$ cat config.mk
export PLATFORM = sky130hd
export DESIGN_NAME = multi_drive_step_tone_generator_core
export DESIGN_NICKNAME = d
export VERILOG_FILES = /design/src/rtl/mdstg_pkg.sv /design/src/rtl/mdstg_drive_alu.sv /design/src/rtl/multi_drive_step_tone_generator_core.sv
export VERILOG_INCLUDE_DIRS = /design/src /design/src/rtl
export SDC_FILE = /design/constraint.sdc
export NUM_CORES = 1
export LEC_CHECK = 0
export BUFFER_PORTS_ARGS = -buffer_cell sky130_fd_sc_hd__clkbuf_2
export CAP_MARGIN = 5
export CELL_PAD_IN_SITES_DETAIL_PLACEMENT = 1
export CELL_PAD_IN_SITES_GLOBAL_PLACEMENT = 2
export CORE_AREA = 2 2 280 282
export DETAILED_ROUTE_END_ITERATION = 7
export DIE_AREA = 0 0 282 284
export PLACE_DENSITY_LB_ADDON = 0.1
export RECOVER_POWER = 25
export REMOVE_ABC_BUFFERS = 1
export SYNTH_ARGS = -nofsm -noshare
export SYNTH_HDL_FRONTEND = slang
export SYNTH_HIERARCHICAL = 1
export SYNTH_SLANG_ARGS = --single-unit
$ cat constraint.sdc
create_clock -name aclk -period 5.1 [get_ports aclk]
set_input_delay 0.765 -clock aclk [delete_from_list [all_inputs] [get_ports aclk]]
set_output_delay 0.765 -clock aclk [all_outputs]
set_load 0.03 [all_outputs]
$ cat src/rtl/multi_drive_step_tone_generator_core_assert.svh
// Assertion macros shared by the tone generator RTL.
`ifndef MULTI_DRIVE_STEP_TONE_GENERATOR_CORE_ASSERT_SVH
`define MULTI_DRIVE_STEP_TONE_GENERATOR_CORE_ASSERT_SVH

// Checked at every clock edge once reset is released.
`define MDSTG_ASSERT(label, prop, msg) \
    label: assert property (@(posedge aclk) disable iff (!aresetn) prop) else $error(msg);

// Checked at every clock edge, reset included.
`define MDSTG_ASSERT_ALWAYS(label, prop, msg) \
    label: assert property (@(posedge aclk) prop) else $error(msg);

`endif

$ cat src/rtl/mdstg_pkg.sv
`timescale 1ns / 1ps
`default_nettype none

package mdstg_pkg;

    // Drive bank geometry
    localparam int DRIVES  = 9;
    localparam int DRV_W   = (DRIVES > 1) ? $clog2(DRIVES) : 1;
    localparam int DNUM_W  = $clog2(DRIVES + 1);
    localparam int DFLD_W  = 4;
    localparam int DCMP_W  = (DNUM_W > DFLD_W) ? DNUM_W : DFLD_W;

    // Field widths
    localparam int OP_W    = 3;
    localparam int NOTE_W  = 7;
    localparam int HP_W    = 9;
    localparam int POS_W   = 8;
    localparam int OUT_W   = 9;
    localparam int PAD_W   = (DRIVES > OUT_W) ? DRIVES : OUT_W;

    // Configuration port
    localparam int APB_ADDR_W = 3;
    localparam int APB_DATA_W = 32;
    localparam logic [POS_W-1:0] MAX_POS_RESET = 8'd158;

    // Register word indexes
    typedef enum logic [0:0] {
        REG_TURN_POS = 1'b0
    } reg_idx_t;

    // Request operation codes
    typedef enum logic [OP_W-1:0] {
        OP_TICK     = 3'd0,
        OP_NOTE_ON  = 3'd1,
        OP_NOTE_OFF = 3'd2,
        OP_RESET    = 3'd3,
        OP_HALT     = 3'd4
    } op_t;

    // Sequencer states
    typedef enum logic [1:0] {
        ST_IDLE,
        ST_RUN,
        ST_DONE
    } st_t;

    typedef struct packed {
        logic [OP_W-1:0]   operation;
        logic [DFLD_W-1:0] drive;
        logic [NOTE_W-1:0] note;
    } req_t;

    typedef struct packed {
        logic [OUT_W-1:0] step_levels;
        logic [OUT_W-1:0] direction_levels;
        logic [OUT_W-1:0] stepped;
    } rsp_t;

    // One drive's working state
    typedef struct packed {
        logic [HP_W-1:0]  half_period;
        logic [HP_W-1:0]  tick_count;
        logic [POS_W-1:0] position;
        logic             reverse;
        logic             level;
    } drv_state_t;

    // Control to the shared drive update unit
    typedef struct packed {
        logic [OP_W-1:0] operation;
        logic            hit;
        logic            clear_all;
        logic [HP_W-1:0] note_period;
    } alu_ctl_t;

    // Pitch table: half-period in 40 us ticks (period in us / 80), C1..B4
    function automatic logic [HP_W-1:0] pitch_ticks(input logic [NOTE_W-1:0] note);
        logic [HP_W-1:0] t;
        begin
            case (note)
                7'd24: t = 9'd382;  7'd25: t = 9'd360;  7'd26: t = 9'd340;
                7'd27: t = 9'd321;  7'd28: t = 9'd303;  7'd29: t = 9'd286;
                7'd30: t = 9'd270;  7'd31: t = 9'd255;  7'd32: t = 9'd240;
                7'd33: t = 9'd227;  7'd34: t = 9'd214;  7'd35: t = 9'd202;
                7'd36: t = 9'd191;  7'd37: t = 9'd180;  7'd38: t = 9'd170;
                7'd39: t = 9'd160;  7'd40: t = 9'd151;  7'd41: t = 9'd143;
                7'd42: t = 9'd135;  7'd43: t = 9'd127;  7'd44: t = 9'd120;
                7'd45: t = 9'd113;  7'd46: t = 9'd107;  7'd47: t = 9'd101;
                7'd48: t = 9'd95;   7'd49: t = 9'd90;   7'd50: t = 9'd85;
                7'd51: t = 9'd80;   7'd52: t = 9'd75;   7'd53: t = 9'd71;
                7'd54: t = 9'd67;   7'd55: t = 9'd63;   7'd56: t = 9'd60;
                7'd57: t = 9'd56;   7'd58: t = 9'd53;   7'd59: t = 9'd50;
                7'd60: t = 9'd47;   7'd61: t = 9'd45;   7'd62: t = 9'd42;
                7'd63: t = 9'd40;   7'd64: t = 9'd37;   7'd65: t = 9'd35;
                7'd66: t = 9'd33;   7'd67: t = 9'd31;   7'd68: t = 9'd30;
                7'd69: t = 9'd28;   7'd70: t = 9'd26;   7'd71: t = 9'd25;
                default: t = '0;
            endcase
            return t;
        end
    endfunction

endpackage

`default_nettype wire

$ cat src/rtl/mdstg_drive_alu.sv
`timescale 1ns / 1ps
`default_nettype none

// Shared update unit: next state of one drive for the current request
module mdstg_drive_alu import mdstg_pkg::*; (
    input  wire alu_ctl_t         ctl,
    input  wire logic [POS_W-1:0] turn_pos,
    input  wire drv_state_t       cur,
    output drv_state_t            nxt,
    output logic                  stepped
);

    logic [HP_W-1:0] cnt_inc;
    logic            fire;
    logic            dir_new;

    // Tick counter and fire compare
    assign cnt_inc = cur.tick_count + HP_W'(1);
    assign fire    = (cur.half_period != '0) && (cnt_inc >= cur.half_period);

    // Direction bounces at the turn position and at zero
    always_comb begin
        if (cur.position >= turn_pos) begin
            dir_new = 1'b1;
        end else if (cur.position == '0) begin
            dir_new = 1'b0;
        end else begin
            dir_new = cur.reverse;
        end
    end

    always_comb begin
        nxt     = cur;
        stepped = 1'b0;
        case (op_t'(ctl.operation))
            OP_TICK: begin
                if (cur.half_period != '0) begin
                    if (fire) begin
                        nxt.tick_count = '0;
                        nxt.reverse    = dir_new;
                        nxt.level      = ~cur.level;
                        stepped        = 1'b1;
                        if (!dir_new) begin
                            nxt.position = cur.position + POS_W'(1);
                        end else if (cur.position != '0) begin
                            nxt.position = cur.position - POS_W'(1);
                        end
                    end else begin
                        nxt.tick_count = cnt_inc;
                    end
                end
            end
            OP_NOTE_ON: begin
                if (ctl.hit) begin
                    nxt.half_period = ctl.note_period;
                end
            end
            OP_NOTE_OFF: begin
                if (ctl.hit) begin
                    nxt.half_period = '0;
                end
            end
            OP_RESET: begin
                // tick count is kept across a drive reset
                if (ctl.hit || ctl.clear_all) begin
                    nxt.half_period = '0;
                    nxt.position    = '0;
                    nxt.reverse     = 1'b0;
                    nxt.level       = 1'b0;
                end
            end
            OP_HALT: begin
                nxt.half_period = '0;
            end
            default: begin
                nxt = cur;
            end
        endcase
    end

endmodule

`default_nettype wire

$ cat src/rtl/multi_drive_step_tone_generator_core.sv
// Sequence: a request is accepted in the idle state, the single drive update unit
//   then visits one drive per cycle over all 9 drives, and the result is loaded
//   in the done state once the result register is free.
// A new request is taken while the previous result still waits on m_ready.
// Reset: synchronous, active low; clears every drive at once, turn position to 158.
`timescale 1ns / 1ps
`default_nettype none

`include "multi_drive_step_tone_generator_core_assert.svh"

module multi_drive_step_tone_generator_core import mdstg_pkg::*; (
    input  wire logic                  aclk,
    input  wire logic                  aresetn,
    // configuration
    input  wire logic                  psel,
    input  wire logic                  penable,
    input  wire logic                  pwrite,
    input  wire logic [APB_ADDR_W-1:0] paddr,
    input  wire logic [APB_DATA_W-1:0] pwdata,
    output logic      [APB_DATA_W-1:0] prdata,
    output logic                       pready,
    // requests
    input  wire logic                  s_valid,
    output logic                       s_ready,
    input  wire req_t                  s_data,
    // results
    output logic                       m_valid,
    input  wire logic                  m_ready,
    output rsp_t                       m_data
);

    st_t              state_reg, state_next;
    logic [DRV_W-1:0] idx_reg;
    req_t             req_reg;
    logic [HP_W-1:0]  note_period_reg;
    logic [POS_W-1:0] max_pos_reg;
    logic             m_valid_reg;
    rsp_t             m_data_reg;
    logic [DRIVES-1:0] stepped_reg;

    // per-drive state
    logic [HP_W-1:0]   hp_reg  [DRIVES];
    logic [HP_W-1:0]   cnt_reg [DRIVES];
    logic [POS_W-1:0]  pos_reg [DRIVES];
    logic [DRIVES-1:0] dir_reg;
    logic [DRIVES-1:0] lvl_reg;

    logic       accept;
    logic       sweep_end;
    logic       out_free;
    logic       cfg_wr;
    alu_ctl_t   ctl;
    drv_state_t cur;
    drv_state_t nxt;
    logic       alu_stepped;
    logic [PAD_W-1:0] lvl_pad;
    logic [PAD_W-1:0] dir_pad;
    logic [PAD_W-1:0] stp_pad;

    assign accept    = s_valid && s_ready;
    assign sweep_end = (idx_reg == DRV_W'(DRIVES - 1));
    assign out_free  = !m_valid_reg || m_ready;

    // Configuration port
    assign pready = 1'b1;
    assign cfg_wr = psel && penable && pwrite && pready;

    always_comb begin
        prdata = '0;
        if (reg_idx_t'(paddr[2]) == REG_TURN_POS) begin
            prdata = APB_DATA_W'(max_pos_reg);
        end
    end

    always_ff @(posedge aclk) begin
        if (!aresetn) begin
            max_pos_reg <= MAX_POS_RESET;
        end else if (cfg_wr && reg_idx_t'(paddr[2]) == REG_TURN_POS) begin
            max_pos_reg <= pwdata[POS_W-1:0];
        end
    end

    // Sequencer next state
    always_comb begin
        state_next = state_reg;
        case (state_reg)
            ST_IDLE: begin
                if (s_valid) begin
                    state_next = ST_RUN;
                end
            end
            ST_RUN: begin
                if (sweep_end) begin
                    state_next = ST_DONE;
                end
            end
            ST_DONE: begin
                if (out_free) begin
                    state_next = ST_IDLE;
                end
            end
            default: begin
                state_next = ST_IDLE;
            end
        endcase
    end

    // Sequencer outputs
    always_comb begin
        case (state_reg)
            ST_IDLE: s_ready = 1'b1;
            default: s_ready = 1'b0;
        endcase
    end

    always_ff @(posedge aclk) begin
        if (!aresetn) begin
            state_reg <= ST_IDLE;
            idx_reg   <= '0;
        end else begin
            state_reg <= state_next;
            if (accept || sweep_end) begin
                idx_reg <= '0;
            end else if (state_reg == ST_RUN) begin
                idx_reg <= idx_reg + DRV_W'(1);
            end
        end
    end

    // Request capture; pitch lookup done once here
    always_ff @(posedge aclk) begin
        if (accept) begin
            req_reg         <= s_data;
            note_period_reg <= pitch_ticks(s_data.note);
        end
    end

    // Drive update unit, fed with the drive under the sweep index
    assign ctl.operation   = req_reg.operation;
    assign ctl.hit         = (DCMP_W'(req_reg.drive) == DCMP_W'(idx_reg) + DCMP_W'(1));
    assign ctl.clear_all   = (req_reg.drive == '0);
    assign ctl.note_period = note_period_reg;

    assign cur.half_period = hp_reg[idx_reg];
    assign cur.tick_count  = cnt_reg[idx_reg];
    assign cur.position    = pos_reg[idx_reg];
    assign cur.reverse     = dir_reg[idx_reg];
    assign cur.level       = lvl_reg[idx_reg];

    mdstg_drive_alu u_alu (
        .ctl      (ctl),
        .turn_pos (max_pos_reg),
        .cur      (cur),
        .nxt      (nxt),
        .stepped  (alu_stepped)
    );

    // Drive state write-back
    always_ff @(posedge aclk) begin
        if (!aresetn) begin
            for (int i = 0; i < DRIVES; i++) begin
                hp_reg[i]  <= '0;
                cnt_reg[i] <= '0;
                pos_reg[i] <= '0;
            end
            dir_reg     <= '0;
            lvl_reg     <= '0;
            stepped_reg <= '0;
        end else if (accept) begin
            stepped_reg <= '0;
        end else if (state_reg == ST_RUN) begin
            hp_reg[idx_reg]      <= nxt.half_period;
            cnt_reg[idx_reg]     <= nxt.tick_count;
            pos_reg[idx_reg]     <= nxt.position;
            dir_reg[idx_reg]     <= nxt.reverse;
            lvl_reg[idx_reg]     <= nxt.level;
            stepped_reg[idx_reg] <= alu_stepped;
        end
    end

    // Result register
    assign lvl_pad = PAD_W'(lvl_reg);
    assign dir_pad = PAD_W'(dir_reg);
    assign stp_pad = PAD_W'(stepped_reg);

    always_ff @(posedge aclk) begin
        if (!aresetn) begin
            m_valid_reg <= 1'b0;
        end else if (state_reg == ST_DONE && out_free) begin
            m_valid_reg <= 1'b1;
        end else if (m_ready) begin
            m_valid_reg <= 1'b0;
        end
    end

    always_ff @(posedge aclk) begin
        if (state_reg == ST_DONE && out_free) begin
            m_data_reg.step_levels      <= lvl_pad[OUT_W-1:0];
            m_data_reg.direction_levels <= dir_pad[OUT_W-1:0];
            m_data_reg.stepped          <= stp_pad[OUT_W-1:0];
        end
    end

    assign m_valid = m_valid_reg;
    assign m_data  = m_data_reg;

    // Checks
    `MDSTG_ASSERT(a_accept_starts_sweep, accept |=> (state_reg == ST_RUN && idx_reg == '0), "accepted request did not start the drive sweep")
    `MDSTG_ASSERT(a_sweep_ends, (state_reg == ST_RUN && sweep_end) |=> (state_reg == ST_DONE), "sweep did not end after the last drive")
    `MDSTG_ASSERT(a_silent_no_step, (state_reg == ST_RUN && cur.half_period == '0) |=> (stepped_reg == $past(stepped_reg)), "silent drive stepped")
    `MDSTG_ASSERT(a_result_from_done, $rose(m_valid_reg) |-> ($past(state_reg) == ST_DONE), "result raised outside the done state")

endmodule

`default_nettype wire

Yosys cells after proc, flatten, opt, wreduce, memory -nomap -nowiden

Memory sizes are Yosys's and may differ from the RTL's. A register that Yosys moved wholly into a read port is not among the register bits.
Cells that the tools add are included.

Memory bits (read-only): 1152
Output and inout bits: 62
Flip-flop bits (word level): 76
Bits in writable memories: 234
Memories kept: 4

Memory list:

| memory           | depth | width | rd ports | clocked after memory_dff | wr ports | line                                       | text |
|---|---|---|---|---|---|---|---|
| (name not given) | 128   | 9     | 1        | 1                        | 0        | mdstg_pkg.sv:80                            | `case (note)` |
| cnt_reg          | 9     | 9     | 1        | 1                        | 9        | multi_drive_step_tone_generator_core.sv:43 | `logic [HP_W-1:0] cnt_reg [DRIVES];` |
| hp_reg           | 9     | 9     | 1        | 1                        | 9        | multi_drive_step_tone_generator_core.sv:42 | `logic [HP_W-1:0] hp_reg [DRIVES];` |
| pos_reg          | 9     | 8     | 1        | 1                        | 9        | multi_drive_step_tone_generator_core.sv:44 | `logic [POS_W-1:0] pos_reg [DRIVES];` |

Eq/ne operators: 11
Reduce and logical (&&, ||, !) cells: 25
$add $sub $neg: 4
Magnitude comparators: 4
Muxes and demuxes: 54
Bitwise gates (word level): 4

Operators by type and width:

| kind                | count |
|---|---|
| $mux 9              | 7 |
| $mux 4              | 9 |
| $pmux 9 s4          | 1 |
| $mux 8              | 4 |
| $bwmux 9            | 3 |
| $mux 10             | 2 |
| $pmux 10 s2         | 1 |
| $mux 1              | 19 |
| $mux 19             | 1 |
| $reduce_or 9->1     | 2 |
| $add 9x1->9 const B | 1 |
| $ge 9x9->1          | 1 |
| $reduce_bool 9->1   | 1 |
| $add 8x1->8 const B | 1 |
| $bmux 1 s4          | 2 |
| $ge 8x8->1          | 1 |
| $logic_not 8->1     | 1 |
| $reduce_bool 8->1   | 1 |
| $reduce_or 8->1     | 1 |
| $sub 8x1->8 const B | 1 |
| $logic_and 1x1->1   | 7 |
| $eq 3x2->1 const B  | 2 |
| $mux 2              | 3 |
| $ne 2x2->1 const B  | 3 |
| other kinds (21)    | 27 |

Logic depth before layout (Yosys ltp)

Gate-level depths: netlist of run 1.

Depth in word-level cells: 9
Depth in mapped cells: 20
Gate-level depth less buffers: 16

Cells and area by module

Netlist of run 1, hierarchy kept.

Modules (own cells, without submodules):

| module                               | area an instance (µm²) | seq. area each (µm²) | instances | cells an instance |
|---|---|---|---|---|
| multi_drive_step_tone_generator_core | 21608.2                | 14704.1              | 1         | 1313 |
| mdstg_drive_alu                      | 1357.6                 | 0.0                  | 1         | 202 |

Worst setup path after synthesis of run 1

No wires, ideal clock.

Path type: flip-flop to flip-flop
Start: register with a tool-made name
End: memory pos_reg[0][6], data pin
Path buffers: 3
Data required time: 4965 ps
Arrival: 4405 ps
Setup slack: 561 ps
Setup time: 135 ps
Stages on the path, launching flop included: 20
Cells stage by stage: dfxtp_1 -> buf_6 -> buf_2 -> mux4_2 -> a22oi_1 -> nand2_1 -> and3_1 -> and3_1 -> and3_1 -> xor2_1 -> ha_1 -> nand4_1 -> or3_1 -> o211ai_1 -> or2_2 -> buf_2 -> nand3_2 -> a2bb2oi_1 -> a31oi_1 -> and2_1

RTL lines:

| item          | line |
|---|---|
| end, declared | multi_drive_step_tone_generator_core.sv:44 |

==> flow_summary.ini, run 1 <==
[layout]
fin_nets = 1748
nFillCells = 7938
layout-drive-gt1-share = 0.183
ff_latch_area_mm2 = 0.0147
multi_input_area_mm2 = 0.00758
post-route-util = 0.347
syn_to_final_growth_pct = 16.3

[clocking]
clk_pin_slew_ns = 0.06
clkLatencyLatePin_ns = 0.63
numCtsBuffers = 60
htreeDepth = 2
clock_path_buffers = 3
cts.sinks = 505
cts_root_buf = clkbuf_16
cts_tree = built

[setup_path]
start_kind = flip-flop
crit_fanout = 17
critical_path.endpoint_type = flip-flop
worstPathArrival_ns = 5.24
crit_type = reg -> reg
crit_required_ns = 5.46

[synthesis]
synth_area_per_cell_um2 = 15.2
ys_async_sr_fraction = 0
synth_area_leader_cell = edfxtp_1
synth-warning-count = 6
syn_area_mm2 = 0.0230
synthTopCellsByArea = edfxtp_1 (60%), mux4_2 (6.7%), and2_1 (6.5%)
synth_top_area_share = 0.600
synthDistinctLibCells = 76
synth_seq_cells = 505
synthCells = 1515
synth_edf_count = 459
synth_seq_area_share = 0.640
synth_ff_type = edfxtp_1

[power]
p_leak_nw = 9.40
power_density_mw_per_mm2 = 361
peakVddDrop_mv = 0.260

[floorplan]
initial_core_util = 0.298
die_h_um = 284
row_count = 102
die_x_um = 282
core_region_area_mm2 = 0.0770
die_area_mm2 = 0.0801
io_pins = 118

[grt]
grt_pass1_vias = 14600
track_usage = 0.181
grt_max_degree = 53
overflow = 0
grt_antenna_before_repair = 7
grt_pass1_wl_um = 104000

[sta]
relSlewSlack = -0.231
fmax_mhz = 205
finalSetupTns_ns = 0
setup_viol = 0
skew_ns = 0.0271
rsz0062_at_grt = false
worst_pin_slew_ns = 1.84
fin_crit_ns = 4.88
final.period_utilization = 0.957
drv_slew = 61
hold_viol = 0
hold_ws_ns = 0.311

[drt]
first_pass_iters = 5
post_drt_via_cell_ratio = 4.93
wl_per_cell_um = 26.1
drtIter0Drc = 794
drc = 0
vias = 13600
finalWirelength_um = 72000
final_antenna_net_count = 0

[run_status]
outcome = finished, violations left
violations = capacitance limit, slew limit

[placed_design]
place_congestion = 0.768
place_hpwl_um = 44700
io_buffers = 66

[min_path]
hp-class = in -> reg

[flow_run]
max-cap-violations = 5
## cell usage after synthesis, drive strengths merged, types with 10 or more instances
| library cell | number |
|---|---|
| ha | 32 |
| nor3 | 10 |
| clkbuf | 33 |
| inv | 32 |
| and3 | 11 |
| buf | 75 |
| nand2 | 102 |
| mux4 | 104 |
| a21oi | 30 |
| o21ai | 33 |
| a22oi | 53 |
| nor2 | 42 |
| a32o | 16 |
| and2 | 240 |
| nand2b | 17 |
| mux2i | 10 |
| nand3 | 29 |
| dfxtp | 46 |
| nor2b | 20 |
| a22o | 12 |
| edfxtp | 459 |
## metrics by stage
step / total power, mW / setup WS (ns) / std cells / cell area [um2]
final: 9.65 / 0.218 / 2755 / 26700
after global routing: 10.0 / 0.00105 / 2752 / 26700
after CTS: 9.78 / 0.0847 / 2752 / 26800
after detailed placement: 5.63 / 0.0510 / 2638 / 24900
after global placement: 5.61 / 0.126 / 2638 / 24900
after floorplan: 5.25 / -2.82 / 1430 / 22300
## logic make-up (layout without fill, tap and decap cells)
group           after synthesis  in the layout  synth area share
compound gates              197            197            0.0613
xor+xnor                     17             17           0.00648
flops                       505            505             0.640
simple gates                505            505             0.125
fa+ha+maj                    32             32            0.0174
mux                         116            116             0.113
other cells                   2             28          0.000327
buf+inv                     141            315            0.0362
## routing by layer
metal,up-vias,track usage,share of wire
met4,0,0.0471,0.022
li1,6066,-,-
met3,91,0.0212,0.033
met1,7181,0.243,0.45
met2,244,0.309,0.50
met5,-,0,0
## cells in the final DEF, fill, tap and decap left out, drive strengths merged, types with 6 or more instances in the layout
| cell | n |
|---|---|
| a31oi | 7 |
| nor3 | 10 |
| clkbuf | 162 |
| buf | 99 |
| and3 | 11 |
| o21ai | 33 |
| a22oi | 53 |
| nor2 | 42 |
| nand2b | 17 |
| inv | 35 |
| a32o | 16 |
| clkinv | 16 |
| mux4 | 104 |
| conb | 25 |
| o22ai | 6 |
| and2 | 240 |
| ha | 32 |
| nand2 | 102 |
| a21oi | 30 |
| dfxtp | 46 |
| mux2i | 10 |
| a22o | 12 |
| xor2 | 9 |
| xnor2 | 8 |
| o211ai | 7 |
| or3 | 6 |
| a211oi | 7 |
| nand3 | 29 |
| nor2b | 20 |
| edfxtp | 459 |
## power by group
group          internal (mW)  switching [mW]  total, mW  leakage, nW
sequential              4.63          0.0306       4.66         4.85
combinational          0.315           0.549      0.864         3.62
clock                   2.41            1.71       4.12        0.916
total                   7.36            2.29       9.65         9.40
## worst paths after layout
| path | from | slack (ns) | end | depth (start not counted) |
|---|---|---|---|---|
| worst max-delay path | flip-flop | 0.22 | pos_reg[6][2] | 19 |
| worst min-delay path | s_data[13] | 0.31 | ctl[13] | 1 |
| worst max register to register | flip-flop | 0.22 | pos_reg[6][2] | 19 |
| worst min register to register | stepped_reg[6] | 0.43 | m_data[6] | 0 |
## area by class of cell
type                    instances  share of cell area
diodes                          3            0.000281
inverters                      33             0.00464
well taps                    1040              0.0487
flip-flops and latches        505               0.551
clock buffers                  93              0.0631
multi-input cells             892               0.284
repair buffers                168              0.0420
clock inverters                21             0.00684
## repair_timing
| action | 4_1_cts | 5_1_grt |
|---|---|---|
| hold buffers | 0 | 0 |
| pin swaps | 0 | 0 |
| setup endpoints to repair | 2 | 55 |
| gates resized for setup | 1 | 3 |
| buffers inserted | 0 | 0 |
## critical path, cell delays in order (launching register included)
cell	delay (ns)
dfxtp_4	0.39
buf_12	0.20
mux4_2	0.53
a22oi_1	0.30
nand2_1	0.16
and3_1	0.21
and3_1	0.20
and3_1	0.22
xor2_2	0.17
ha_1	0.31
nand4_1	0.13
or3_1	0.39
o211ai_1	0.17
o21bai_1	0.20
nand2_1	0.24
buf_4	0.18
o21ai_0	0.08
o2bb2ai_1	0.17
buf_4	0.20
and2_1	0.15
(Power assumes the default switching activity.)
==> run 2: changes to the inputs <==
--- a/config.mk
+++ b/config.mk
@@ -6,13 +6,13 @@
 export SDC_FILE = /design/constraint.sdc
 export NUM_CORES = 1
 export LEC_CHECK = 0
-export BUFFER_PORTS_ARGS = -buffer_cell sky130_fd_sc_hd__clkbuf_2
 export CAP_MARGIN = 5
 export CELL_PAD_IN_SITES_DETAIL_PLACEMENT = 1
 export CELL_PAD_IN_SITES_GLOBAL_PLACEMENT = 2
 export CORE_AREA = 2 2 280 282
 export DETAILED_ROUTE_END_ITERATION = 7
 export DIE_AREA = 0 0 282 284
+export DONT_BUFFER_PORTS = 1
 export PLACE_DENSITY_LB_ADDON = 0.1
 export RECOVER_POWER = 25
 export REMOVE_ABC_BUFFERS = 1
==> flow_summary.ini, run 2 (synthesis gave the netlist of run 1 again) <==
[run_status]
outcome = finished, violations left
violations = capacitance limit, slew limit

[layout]
layout_common_cells = edfxtp_1 (459), and2_1 (236), nand2_1 (90), buf_4 (75), mux4_2 (68)
syn_to_final_growth_pct = 14.9
layout-drive-gt1-share = 0.174
fin_cells = 2672
fin_nets = 1670
nFillCells = 7916
final_common_cell = edfxtp_1

[setup_path]
start_kind = flip-flop
path_cells = buf_12 -> mux4_2 -> a22oi_1 -> nand2_2 -> ha_1 -> and3_1 -> nand3_1 -> xnor2_1 -> ha_1 -> nand4_1 -> or3_1 -> o211ai_1 -> o21bai_2 -> nand2_2 -> buf_4 -> o21ai_0 -> o2bb2ai_2 -> and2_1
crit_buf_inv = 2
crit_type = reg -> reg
worstPathArrival_ns = 5.10
critical_path.endpoint_type = flip-flop
crit_path_top_delay_cell = mux4_2
r2r_slack_ns = 0.36
max_stage_delay_ns = 0.54
critical-path-top-delay-family = simple AND/OR/NAND/NOR gates
crit_required_ns = 5.46
crit_fanout = 21

[power]
seqPwrFrac = 0.485
swShare = 0.233
power.internal_mw = 7.38
p_switching_mw = 2.24
pwr-share-comb = 0.084
power_density_mw_per_mm2 = 364
clkPwrFrac = 0.431
peakVddDrop_mv = 0.283
p_leak_nw = 9.18

[grt]
overflow = 0
track_usage = 0.171
grt_pass1_wl_um = 98700
grt_antenna_before_repair = 6
grt_max_degree = 51
grt_pass1_vias = 13900

[placed_design]
io_buffers = 0
place_hpwl_um = 42000
dp_slack_ns = -0.0254
numPlacedInstances = 2558
place_congestion = 0.782

[floorplan]
die_x_um = 282
die_h_um = 284
row_count = 102
die_area_mm2 = 0.0801
initial_core_util = 0.298
io_pins = 118
core_region_area_mm2 = 0.0770

[drt]
post_drt_via_cell_ratio = 4.89
drtIter0Drc = 855
wl_per_cell_um = 25.4
finalWirelength_um = 68000
vias = 13100
final_antenna_net_count = 0
first_pass_iters = 5
drc = 0

[clocking]
clkLatencyLatePin_ns = 0.63
htreeDepth = 2
clk_pin_slew_ns = 0.06
cts_root_buf = clkbuf_16
cts.sinks = 505
numCtsBuffers = 59
clock_path_buffers = 3
cts_tree = built
holdBufCountCts = 0

[sta]
setup_viol = 0
skew_ns = 0.0356
relSlewSlack = -0.656
hold_viol = 0
fmax_mhz = 211
finalSetupTns_ns = 0
worst_pin_slew_ns = 2.48
drv_slew = 105
final.period_utilization = 0.930
rsz0062_at_grt = false
fin_crit_ns = 4.74
setup_slack_ns = 0.358
hold_ws_ns = 0.212

[flow_run]
max-cap-violations = 5

[min_path]
hp-class = in -> reg
run 2: metrics by stage:
stage	total power, mW	area [um2]	util
6_report	9.62	26400	0.343
5_1_grt	9.99	26400	0.343
4_1_cts	9.76	26400	0.343
3_5_place_dp	5.57	24500	0.318
3_3_place_gp	5.56	24500	0.318
2_1_floorplan	5.25	22300	-
run 2: worst paths after layout:
check                 startpoint        endpoint  cells past startpoint
setup / recovery       flip-flop   pos_reg[4][2]                     18
hold / removal           aresetn  max_pos_reg[7]                      1
setup reg to reg       flip-flop   pos_reg[4][2]                     18
hold reg to reg   stepped_reg[0]       m_data[0]                      0
run 2: layer usage:
metal / routed length, um / global-route usage / part of all wire / vias up
li1: - / - / - / 5905
met1: 31300 / 0.237 / 0.46 / 6886
met2: 33300 / 0.284 / 0.49 / 196
met3: 2120 / 0.0230 / 0.031 / 78
met4: 1240 / 0.0382 / 0.018 / 0
met5: 0 / 0 / 0 / -
run 2: layout make-up:
type,instances,area [um2],share of cell area
multi-input cells,892,7610,0.288
diodes,1,2.50,0.0000948
clock inverters,31,283,0.0107
clock buffers,79,1600,0.0607
repair buffers,91,757,0.0287
inverters,33,124,0.00469
flip-flops and latches,505,14700,0.557
well taps,1040,1300,0.0493
run 2: power groups by stage:
stage / Sequential (mW) / Clock, mW / Combinational [mW]
2_1_floorplan: 4.76 / 0 / 0.486
3_3_place_gp: 4.75 / 0 / 0.814
3_5_place_dp: 4.75 / 0 / 0.821
4_1_cts: 4.66 / 4.27 / 0.827
5_1_grt: 4.67 / 4.42 / 0.898
6_report: 4.66 / 4.14 / 0.812
run 2: repair_timing:
item                                   4_1_cts  5_1_grt
setup buffers                                0        3
resized for setup                            2        9
endpoints found under the hold margin        0        0
pin swaps                                    0        2
setup endpoints to repair                   16       70
